File: src/hdl/wbs_pkg.sv
// types and constants shared by the white blob steering unit
// no dependencies

package wbs_pkg;

  localparam int CFG_INDEX_W = 1;
  localparam int CFG_DATA_W  = 12;

  localparam logic [CFG_INDEX_W-1:0] REG_IMAGE_WIDTH = 1'd0;
  localparam logic [CFG_INDEX_W-1:0] REG_MATCH_LEVEL = 1'd1;

  localparam logic [11:0] IMAGE_WIDTH_RESET = 12'd640;
  localparam logic [7:0]  MATCH_LEVEL_RESET = 8'd255;

  // floor(x / 3) == (x * THIRD_MUL) >> THIRD_SHIFT for any 12-bit x
  localparam logic [11:0] THIRD_MUL   = 12'd2731;
  localparam int          THIRD_SHIFT = 13;

  localparam logic [1:0] DIR_STOP     = 2'd0;
  localparam logic [1:0] DIR_LEFT     = 2'd1;
  localparam logic [1:0] DIR_STRAIGHT = 2'd2;
  localparam logic [1:0] DIR_RIGHT    = 2'd3;

  localparam logic [4:0]        DRIVE_SPEED = 5'd20;
  localparam logic signed [5:0] TURN_LEFT   = 6'sd20;
  localparam logic signed [5:0] TURN_NONE   = 6'sd0;
  localparam logic signed [5:0] TURN_RIGHT  = -6'sd20;

  localparam logic [10:0] BOX_NONE = 11'h7ff;

  typedef struct packed {
    logic              blob_found;
    logic [1:0]        direction;
    logic [4:0]        forward_speed;
    logic signed [5:0] turn_rate;
    logic [10:0]       center_column;
    logic [10:0]       box_col_min;
    logic [10:0]       box_col_max;
    logic [10:0]       box_row_min;
    logic [10:0]       box_row_max;
  } result_t;

endpackage

File: src/hdl/wbs_if.sv
// valid/ready channels for pixels in and steering results out
// uses no package

interface wbs_pixel_if;
  logic       valid;
  logic       ready;
  logic [7:0] red;
  logic [7:0] green;
  logic [7:0] blue;
  logic       end_of_line;
  logic       end_of_frame;

  modport source (output valid, red, green, blue, end_of_line, end_of_frame, input ready);
  modport sink (input valid, red, green, blue, end_of_line, end_of_frame, output ready);
endinterface

interface wbs_result_if;
  logic              valid;
  logic              ready;
  logic              blob_found;
  logic [1:0]        direction;
  logic [4:0]        forward_speed;
  logic signed [5:0] turn_rate;
  logic [10:0]       center_column;
  logic [10:0]       box_col_min;
  logic [10:0]       box_col_max;
  logic [10:0]       box_row_min;
  logic [10:0]       box_row_max;

  modport source (output valid, blob_found, direction, forward_speed, turn_rate,
                  center_column, box_col_min, box_col_max, box_row_min, box_row_max,
                  input ready);
  modport sink (input valid, blob_found, direction, forward_speed, turn_rate,
                center_column, box_col_min, box_col_max, box_row_min, box_row_max,
                output ready);
endinterface

File: src/hdl/white_blob_steering_unit.sv
// white blob steering unit: top level with pixel input register and result register
// after its last pixel transfer, a frame's result passes the pixel register and then the result register
// throughput: one pixel per cycle while the result side keeps up
// a pending result stalls the pixel register and the tracker until it is taken
// synchronous reset clears frame state and sets image_width 640, match_level 255
// depends on wbs_pkg, wbs_if and wbs_tracker

module white_blob_steering_unit #(
  parameter int MAX_WIDTH  = 2048,
  parameter int MAX_HEIGHT = 2048
) (
  input  logic                             clk,
  input  logic                             rst,
  input  logic                             cfg_write,
  input  logic [wbs_pkg::CFG_INDEX_W-1:0]  cfg_index,
  input  logic [wbs_pkg::CFG_DATA_W-1:0]   cfg_data,
  wbs_pixel_if.sink                        pix,
  wbs_result_if.source                     res
);

  logic [11:0]      image_width;
  logic [7:0]       match_level;
  logic [10:0]      left_limit;
  logic [23:0]      width_prod;

  logic             stage_valid;
  logic [7:0]       stage_red;
  logic [7:0]       stage_green;
  logic [7:0]       stage_blue;
  logic             stage_eol;
  logic             stage_eof;

  logic             advance;
  logic             step;
  logic             emit;
  wbs_pkg::result_t result_next;

  logic             out_valid;
  wbs_pkg::result_t out_data;

  always_ff @(posedge clk) begin
    if (rst) begin
      image_width <= wbs_pkg::IMAGE_WIDTH_RESET;
      match_level <= wbs_pkg::MATCH_LEVEL_RESET;
    end else if (cfg_write) begin
      unique case (cfg_index)
        wbs_pkg::REG_IMAGE_WIDTH: image_width <= cfg_data;
        wbs_pkg::REG_MATCH_LEVEL: match_level <= cfg_data[7:0];
        default: ;
      endcase
    end
  end

  // left threshold = image_width / 3, right threshold is twice that
  assign width_prod = 24'(image_width) * 24'(wbs_pkg::THIRD_MUL);

  always_ff @(posedge clk) begin
    left_limit <= width_prod[wbs_pkg::THIRD_SHIFT +: 11];
  end

  assign advance   = !out_valid || res.ready;
  assign pix.ready = !stage_valid || advance;
  assign step      = stage_valid && advance;

  always_ff @(posedge clk) begin
    if (rst) begin
      stage_valid <= 1'b0;
    end else if (pix.valid && pix.ready) begin
      stage_valid <= 1'b1;
    end else if (advance) begin
      stage_valid <= 1'b0;
    end
  end

  always_ff @(posedge clk) begin
    if (pix.valid && pix.ready) begin
      stage_red   <= pix.red;
      stage_green <= pix.green;
      stage_blue  <= pix.blue;
      stage_eol   <= pix.end_of_line;
      stage_eof   <= pix.end_of_frame;
    end
  end

  wbs_tracker #(
    .MAX_WIDTH  (MAX_WIDTH),
    .MAX_HEIGHT (MAX_HEIGHT)
  ) u_tracker (
    .clk          (clk),
    .rst          (rst),
    .step         (step),
    .red          (stage_red),
    .green        (stage_green),
    .blue         (stage_blue),
    .end_of_line  (stage_eol),
    .end_of_frame (stage_eof),
    .match_level  (match_level),
    .left_limit   (left_limit),
    .emit         (emit),
    .result       (result_next)
  );

  always_ff @(posedge clk) begin
    if (rst) begin
      out_valid <= 1'b0;
    end else if (emit) begin
      out_valid <= 1'b1;
    end else if (res.ready) begin
      out_valid <= 1'b0;
    end
  end

  always_ff @(posedge clk) begin
    if (emit) begin
      out_data <= result_next;
    end
  end

  assign res.valid         = out_valid;
  assign res.blob_found    = out_data.blob_found;
  assign res.direction     = out_data.direction;
  assign res.forward_speed = out_data.forward_speed;
  assign res.turn_rate     = out_data.turn_rate;
  assign res.center_column = out_data.center_column;
  assign res.box_col_min   = out_data.box_col_min;
  assign res.box_col_max   = out_data.box_col_max;
  assign res.box_row_min   = out_data.box_row_min;
  assign res.box_row_max   = out_data.box_row_max;

endmodule

File: src/hdl/wbs_tracker.sv
// raster position counters, bounding box of matching pixels and steering decision
// depends on wbs_pkg

module wbs_tracker #(
  parameter int MAX_WIDTH  = 2048,
  parameter int MAX_HEIGHT = 2048
) (
  input  logic             clk,
  input  logic             rst,
  input  logic             step,
  input  logic [7:0]       red,
  input  logic [7:0]       green,
  input  logic [7:0]       blue,
  input  logic             end_of_line,
  input  logic             end_of_frame,
  input  logic [7:0]       match_level,
  input  logic [10:0]      left_limit,
  output logic             emit,
  output wbs_pkg::result_t result
);

  localparam int CW  = $clog2(MAX_WIDTH);
  localparam int RW  = $clog2(MAX_HEIGHT);
  localparam int LCW = (CW > 11) ? CW : 11;
  localparam int LRW = (RW > 11) ? RW : 11;
  localparam int SW  = LCW + 1;
  localparam int KW  = (LCW > 12) ? LCW : 12;

  localparam logic [CW-1:0]  COL_LAST  = CW'(MAX_WIDTH - 1);
  localparam logic [RW-1:0]  ROW_LAST  = RW'(MAX_HEIGHT - 1);
  localparam logic [LCW-1:0] LCOL_INIT = LCW'(wbs_pkg::BOX_NONE);
  localparam logic [LRW-1:0] LROW_INIT = LRW'(wbs_pkg::BOX_NONE);

  logic [CW-1:0]  column_counter;
  logic [RW-1:0]  row_counter;
  logic           seen_match;
  logic [LCW-1:0] least_column;
  logic [LCW-1:0] greatest_column;
  logic [LRW-1:0] least_row;
  logic [LRW-1:0] greatest_row;

  logic           match;
  logic [LCW-1:0] col_ext;
  logic [LRW-1:0] row_ext;
  logic           seen_match_next;
  logic [LCW-1:0] least_column_next;
  logic [LCW-1:0] greatest_column_next;
  logic [LRW-1:0] least_row_next;
  logic [LRW-1:0] greatest_row_next;
  logic [SW-1:0]  col_sum;
  logic [LCW-1:0] center;
  logic [KW-1:0]  center_k;
  logic [KW-1:0]  left_k;
  logic [KW-1:0]  right_k;

  assign match   = (red == match_level) && (green == match_level) && (blue == match_level);
  assign col_ext = LCW'(column_counter);
  assign row_ext = LRW'(row_counter);

  always_comb begin
    seen_match_next      = seen_match | match;
    least_column_next    = least_column;
    greatest_column_next = greatest_column;
    least_row_next       = least_row;
    greatest_row_next    = greatest_row;
    if (match) begin
      if (col_ext < least_column) least_column_next = col_ext;
      if (col_ext > greatest_column) greatest_column_next = col_ext;
      if (row_ext < least_row) least_row_next = row_ext;
      if (row_ext > greatest_row) greatest_row_next = row_ext;
    end
  end

  // steering from the box that includes the last pixel
  assign col_sum  = SW'(least_column_next) + SW'(greatest_column_next);
  assign center   = col_sum[SW-1:1];
  assign center_k = KW'(center);
  assign left_k   = KW'(left_limit);
  assign right_k  = KW'({left_limit, 1'b0});

  always_comb begin
    result = '0;
    result.direction = wbs_pkg::DIR_STOP;
    if (seen_match_next) begin
      result.blob_found    = 1'b1;
      result.forward_speed = wbs_pkg::DRIVE_SPEED;
      result.center_column = 11'(center);
      result.box_col_min   = 11'(least_column_next);
      result.box_col_max   = 11'(greatest_column_next);
      result.box_row_min   = 11'(least_row_next);
      result.box_row_max   = 11'(greatest_row_next);
      if (center_k <= left_k) begin
        result.direction = wbs_pkg::DIR_LEFT;
        result.turn_rate = wbs_pkg::TURN_LEFT;
      end else if (center_k <= right_k) begin
        result.direction = wbs_pkg::DIR_STRAIGHT;
        result.turn_rate = wbs_pkg::TURN_NONE;
      end else begin
        result.direction = wbs_pkg::DIR_RIGHT;
        result.turn_rate = wbs_pkg::TURN_RIGHT;
      end
    end
  end

  assign emit = step && end_of_frame;

  always_ff @(posedge clk) begin
    if (rst || (step && end_of_frame)) begin
      column_counter  <= '0;
      row_counter     <= '0;
      seen_match      <= 1'b0;
      least_column    <= LCOL_INIT;
      greatest_column <= '0;
      least_row       <= LROW_INIT;
      greatest_row    <= '0;
    end else if (step) begin
      seen_match      <= seen_match_next;
      least_column    <= least_column_next;
      greatest_column <= greatest_column_next;
      least_row       <= least_row_next;
      greatest_row    <= greatest_row_next;
      if (end_of_line) begin
        column_counter <= '0;
        if (row_counter < ROW_LAST) row_counter <= row_counter + RW'(1);
      end else if (column_counter < COL_LAST) begin
        column_counter <= column_counter + CW'(1);
      end
    end
  end

endmodule
File: src/flat_wrapper.sv
// flat-port wrapper written by rule: the top's interface ports become plain ports
module white_blob_steering_unit_flat 
#(
  parameter int MAX_WIDTH  = 2048,
  parameter int MAX_HEIGHT = 2048
)
  (clk, rst, cfg_write, cfg_index, cfg_data, pix_valid, pix_red, pix_green, pix_blue, pix_end_of_line, pix_end_of_frame, pix_ready, res_valid, res_blob_found, res_direction, res_forward_speed, res_turn_rate, res_center_column, res_box_col_min, res_box_col_max, res_box_row_min, res_box_row_max, res_ready);
  wbs_pixel_if pix_i ();
  wbs_result_if res_i ();
  input  logic clk;
  input  logic rst;
  input  logic cfg_write;
  input  logic [wbs_pkg::CFG_INDEX_W-1:0] cfg_index;
  input  logic [wbs_pkg::CFG_DATA_W-1:0] cfg_data;
  input wire logic [$bits(pix_i.valid)-1:0] pix_valid;
  input wire logic [$bits(pix_i.red)-1:0] pix_red;
  input wire logic [$bits(pix_i.green)-1:0] pix_green;
  input wire logic [$bits(pix_i.blue)-1:0] pix_blue;
  input wire logic [$bits(pix_i.end_of_line)-1:0] pix_end_of_line;
  input wire logic [$bits(pix_i.end_of_frame)-1:0] pix_end_of_frame;
  output wire logic [$bits(pix_i.ready)-1:0] pix_ready;
  output wire logic [$bits(res_i.valid)-1:0] res_valid;
  output wire logic [$bits(res_i.blob_found)-1:0] res_blob_found;
  output wire logic [$bits(res_i.direction)-1:0] res_direction;
  output wire logic [$bits(res_i.forward_speed)-1:0] res_forward_speed;
  output wire logic [$bits(res_i.turn_rate)-1:0] res_turn_rate;
  output wire logic [$bits(res_i.center_column)-1:0] res_center_column;
  output wire logic [$bits(res_i.box_col_min)-1:0] res_box_col_min;
  output wire logic [$bits(res_i.box_col_max)-1:0] res_box_col_max;
  output wire logic [$bits(res_i.box_row_min)-1:0] res_box_row_min;
  output wire logic [$bits(res_i.box_row_max)-1:0] res_box_row_max;
  input wire logic [$bits(res_i.ready)-1:0] res_ready;
  assign pix_i.valid = pix_valid;
  assign pix_i.red = pix_red;
  assign pix_i.green = pix_green;
  assign pix_i.blue = pix_blue;
  assign pix_i.end_of_line = pix_end_of_line;
  assign pix_i.end_of_frame = pix_end_of_frame;
  assign pix_ready = pix_i.ready;
  assign res_valid = res_i.valid;
  assign res_blob_found = res_i.blob_found;
  assign res_direction = res_i.direction;
  assign res_forward_speed = res_i.forward_speed;
  assign res_turn_rate = res_i.turn_rate;
  assign res_center_column = res_i.center_column;
  assign res_box_col_min = res_i.box_col_min;
  assign res_box_col_max = res_i.box_col_max;
  assign res_box_row_min = res_i.box_row_min;
  assign res_box_row_max = res_i.box_row_max;
  assign res_i.ready = res_ready;
  white_blob_steering_unit #(.MAX_WIDTH(MAX_WIDTH), .MAX_HEIGHT(MAX_HEIGHT)) u_core (.clk(clk), .rst(rst), .cfg_write(cfg_write), .cfg_index(cfg_index), .cfg_data(cfg_data), .pix(pix_i), .res(res_i));
endmodule
File: config.mk
export PLATFORM = sky130hd
export DESIGN_NAME = white_blob_steering_unit_flat
export DESIGN_NICKNAME = d
export VERILOG_FILES = /design/src/hdl/wbs_pkg.sv /design/src/hdl/wbs_if.sv /design/src/hdl/white_blob_steering_unit.sv /design/src/hdl/wbs_tracker.sv /design/src/flat_wrapper.sv
export SDC_FILE = /design/constraint.sdc
export NUM_CORES = 1
export LEC_CHECK = 0
export ABC_AREA = 1
export BUFFER_PORTS_ARGS = -buffer_cell sky130_fd_sc_hd__buf_2
export CAP_MARGIN = 10
export CORE_MARGIN = 2
export CORE_UTILIZATION = 30
export CTS_BUF_LIST = sky130_fd_sc_hd__clkbuf_8
export CTS_CLUSTER_DIAMETER = 30
export DETAILED_ROUTE_END_ITERATION = 8
export SYNTH_ARGS = -nofsm -noshare
export SYNTH_HDL_FRONTEND = slang
export SYNTH_SLANG_ARGS = --single-unit
File: constraint.sdc
create_clock -name clk -period 5.85 [get_ports clk]
set_input_delay 1.17 -clock clk [delete_from_list [all_inputs] [get_ports clk]]
set_output_delay 1.17 -clock clk [all_outputs]
set_load 0.05 [all_outputs]
==> impl_metrics.json <==
{
  "num-fill-cells": 4268,
  "yosysUniqueCellTypes": 53,
  "route.final.wire_length_um": 29110,
  "num_vias": 9714,
  "relSlewSlack": 0.3115,
  "grt_util_met2": 0.2367,
  "die_height_um": 206.9,
  "maxSlewViolCount": 0,
  "min_period_ns": 5.095,
  "dp.final_hpwl_um": 23300,
  "holdBufCountCts": 0,
  "postSynthAreaPerCell_sq_um": 8.436,
  "total_power_mw": 3.798,
  "power.internal_mw": 2.380,
  "drive_above_1_share": 0.1141,
  "grt_util_met1": 0.1829,
  "holdCritPathClass": "reg2reg",
  "cts.clk_slew.worst_paths_ns": 0.10,
  "rsz0062_at_grt": "no",
  "detail_route.vias_per_cell": 4.606,
  "post-cts-setup-buffer-count": 0,
  "seqPwrFrac": 0.394,
  "setup_viol_count_final": 0,
  "powerDensity_nw_per_um2": 273.9,
  "p_sw_mw": 1.417,
  "area_delta_synth_final_pct": 12.28,
  "seq_area_frac_synth": 0.3712,
  "clkLatencyLatePin_ns": 0.49,
  "syn_inst": 1464,
  "tightest_slew_ns": 1.031,
  "ant_nets": 0,
  "place.gp.congestion": 0.9513,
  "synth_seq_cells": 186,
  "finalCritPeriodShare": 0.8710,
  "drv_cap": 0,
  "wl_per_cell_um": 13.80,
  "startpoint_type": "register",
  "drc": 0,
  "power_leakage_nw": 7.018,
  "grt_pass1_wl_um": 47810,
  "use_met3": 0.02794,
  "ios": 115,
  "crit_arrival_ns": 5.33,
  "synthArstFlopShare": 0,
  "numClockSinks": 186,
  "dieArea_sq_um": 42810,
  "ys.flop_type": "dfxtp_1",
  "worstPathMaxFanout": 27,
  "drtIter0Drc": 491,
  "cp-end-kind": "register",
  "fmax_ghz": 0.1963,
  "grt_overflow": 0,
  "cts_max_path_buffers": 2,
  "grtUsageTotal": 0.1401,
  "cts_tree": "done",
  "busiest_layer": "met2",
  "final_nets": 1804,
  "num_antenna_cells": 0,
  "core_sq_um": 40740,
  "cts-buffers-inserted": 17,
  "ir_worst_vdd_uv": 152.5,
  "tns_ns": 0,
  "status": "finished clean",
  "first_pass_iters": 5,
  "criticalPathCategory": "reg2reg",
  "synth_area_sq_um": 12350,
  "rows": 74,
  "skew_ns": 0.02363,
  "grt_pass1_vias": 9563,
  "synth_edf_count": 86,
  "switching_share": 0.3732,
  "clkPwrFrac": 0.245,
  "start_util": 0.3032,
  "ctsResizeCount": 0,
  "port_buffers": 109,
  "root_buffer": "clkbuf_8",
  "htree_levels": 4,
  "pre_cts_slack_ns": 0.7698,
  "grt_max_degree": 56,
  "yosys_warnings": 0,
  "die_x_um": 206.9,
  "worstPathRequired_ns": 6.09,
  "p_comb_frac": 0.361,
  "antenna_found_initial": 0,
  "hold_viol": 0,
  "worst_slack_ns": 0.7549
}
[synth_stat cells, types with 3 or more instances]
master / number / area share
inv_1: 290 / 0.088
nand2_1: 232 / 0.071
ha_1: 155 / 0.16
nor2_1: 120 / 0.036
a21oi_1: 106 / 0.043
dfxtp_1: 100 / 0.16
o21ai_0: 99 / 0.040
edfxtp_1: 86 / 0.21
fa_1: 41 / 0.066
nand3_1: 33 / 0.013
xor2_1: 23 / 0.016
nor3_1: 21 / 0.0085
clkbuf_1: 18 / 0.0055
o211ai_1: 17 / 0.010
o21ai_1: 13 / 0.0053
nand4_1: 12 / 0.0061
a21oi_2: 11 / 0.0078
buf_4: 10 / 0.0061
o21a_1: 7 / 0.0043
buf_1: 6 / 0.0018
nand2_2: 5 / 0.0025
xnor2_1: 5 / 0.0035
a21o_1: 4 / 0.0024
and2_1: 4 / 0.0020
a211oi_1: 3 / 0.0018
buf_2: 3 / 0.0012
inv_2: 3 / 0.00091
nor4_1: 3 / 0.0015
[worst max-delay path, stage by stage (launching register included)]
cell and delay (ns):
edfxtp_1 0.41, or2_1 0.22, o21ai_1 0.14, nand2_1 0.08
nor2_2 0.15, inv_2 0.08, nor2_8 0.40, nand3_4 0.31
o21ai_1 0.43, inv_1 0.09, ha_1 0.41, nand4_1 0.13
o211a_1 0.25, o21ai_0 0.26, nand2_1 0.09, nand2_1 0.07
a21oi_1 0.07, xor2_1 0.22, ha_1 0.29, nand4_1 0.12
nor3_1 0.07, o31ai_1 0.07, o221ai_1 0.16, nand3_1 0.12
inv_1 0.05, nor2_1 0.09, inv_1 0.05
[state kept, by name, indices dropped and copies added, names as in the netlist, 3 cells and up]
| signal | cells |
|---|---|
| u_core.u_tracker.least_column | 11 |
| u_core.res.center_column | 11 |
| u_core.stage_green | 8 |
| u_core.res.box_col_min | 11 |
| u_core.res.box_col_max | 11 |
| u_core.res.turn_rate | 3 |
| u_core.u_tracker.least_row | 11 |
| u_core.res.box_row_min | 11 |
| u_core.res.box_row_max | 11 |
| u_core.image_width | 12 |
| u_core.u_tracker.row_counter | 11 |
| u_core.stage_blue | 8 |
| u_core.left_limit | 11 |
| u_core.stage_red | 8 |
| u_core.u_tracker.col_ext | 11 |
| u_core.u_tracker.greatest_column | 11 |
| u_core.u_tracker.greatest_row | 11 |
| u_core.match_level | 8 |
[kinds of logic (layout without fill, tap and decap cells)]
family                   Yosys count  in the layout  share of synthesized area
AO/OA/AOI/OAI                    274            274                     0.1255
XOR/XNOR                          30             30                    0.02249
adder cells (fa/ha/maj)          196            196                     0.2235
buffers and inverters            334            443                     0.1062
flip-flops                       186            186                     0.3712
other                              1              5                  0.0003036
AND/OR/NAND/NOR                  443            443                     0.1508
[final timing paths]
kind,startpoint,endpoint,slack [ns],cells after the start
setup / recovery,u_core.stage_blue[2],u_core.res.turn_rate[2],0.75,26
hold / removal,u_core.u_tracker.seen_match,u_core.u_tracker.seen_match,0.49,2
setup reg to reg,u_core.stage_blue[2],u_core.res.turn_rate[2],0.75,26
hold reg to reg,u_core.u_tracker.seen_match,u_core.u_tracker.seen_match,0.49,2
[final cells by class]
class | instances | area [sq um] | share of cell area
Multi-Input combinational cell | 948 | 6470 | 0.4666
Clock buffer | 17 | 234.0 | 0.01687
Timing Repair Buffer | 117 | 605.6 | 0.04367
Tap cell | 532 | 665.6 | 0.04800
Sequential cell | 186 | 4584 | 0.3306
Inverter | 294 | 1104 | 0.07958
Clock inverter | 15 | 203.9 | 0.01471
[layer usage]
| layer | vias up | share of wire |
|---|---|---|
| met2 | 232 | 0.46 |
| met1 | 4500 | 0.47 |
| met3 | 43 | 0.051 |
| li1 | 4939 | - |
| met4 | 0 | 0.019 |
| met5 | - | 0 |
[cell usage in the layout, fill, tap and decap left out, types with 7 or more instances in the layout]
master / instances
a21oi_1: 106
a21oi_2: 11
buf_2: 109
buf_4: 8
clkbuf_8: 17
dfxtp_1: 100
edfxtp_1: 86
fa_1: 41
ha_1: 155
inv_1: 289
nand2_1: 232
nand3_1: 33
nand4_1: 12
nor2_1: 120
nor3_1: 21
o211ai_1: 17
o21a_1: 7
o21ai_0: 99
o21ai_1: 13
xor2_1: 23
[metrics by stage]
stage	std cells	instance area [sq um]	util	hold slack, ns
floorplan	1468	12370	-	0.4389
global placement	2077	13430	0.3296	0.4537
detailed placement	2077	13430	0.3296	0.4634
CTS	2109	13870	0.3404	0.4883
global route	2109	13870	0.3404	0.5110
finish	2109	13870	0.3404	0.4886
[power groups by stage]
stage | clock network (mW) | registers (mW) | logic, mW
after global routing | 1.01 | 1.51 | 1.60
final | 0.931 | 1.50 | 1.37
after floorplan | 0 | 1.54 | 1.04
after CTS | 0.961 | 1.50 | 1.38
after detailed placement | 0 | 1.53 | 1.37
after global placement | 0 | 1.52 | 1.35
(Power assumes the default switching activity.)
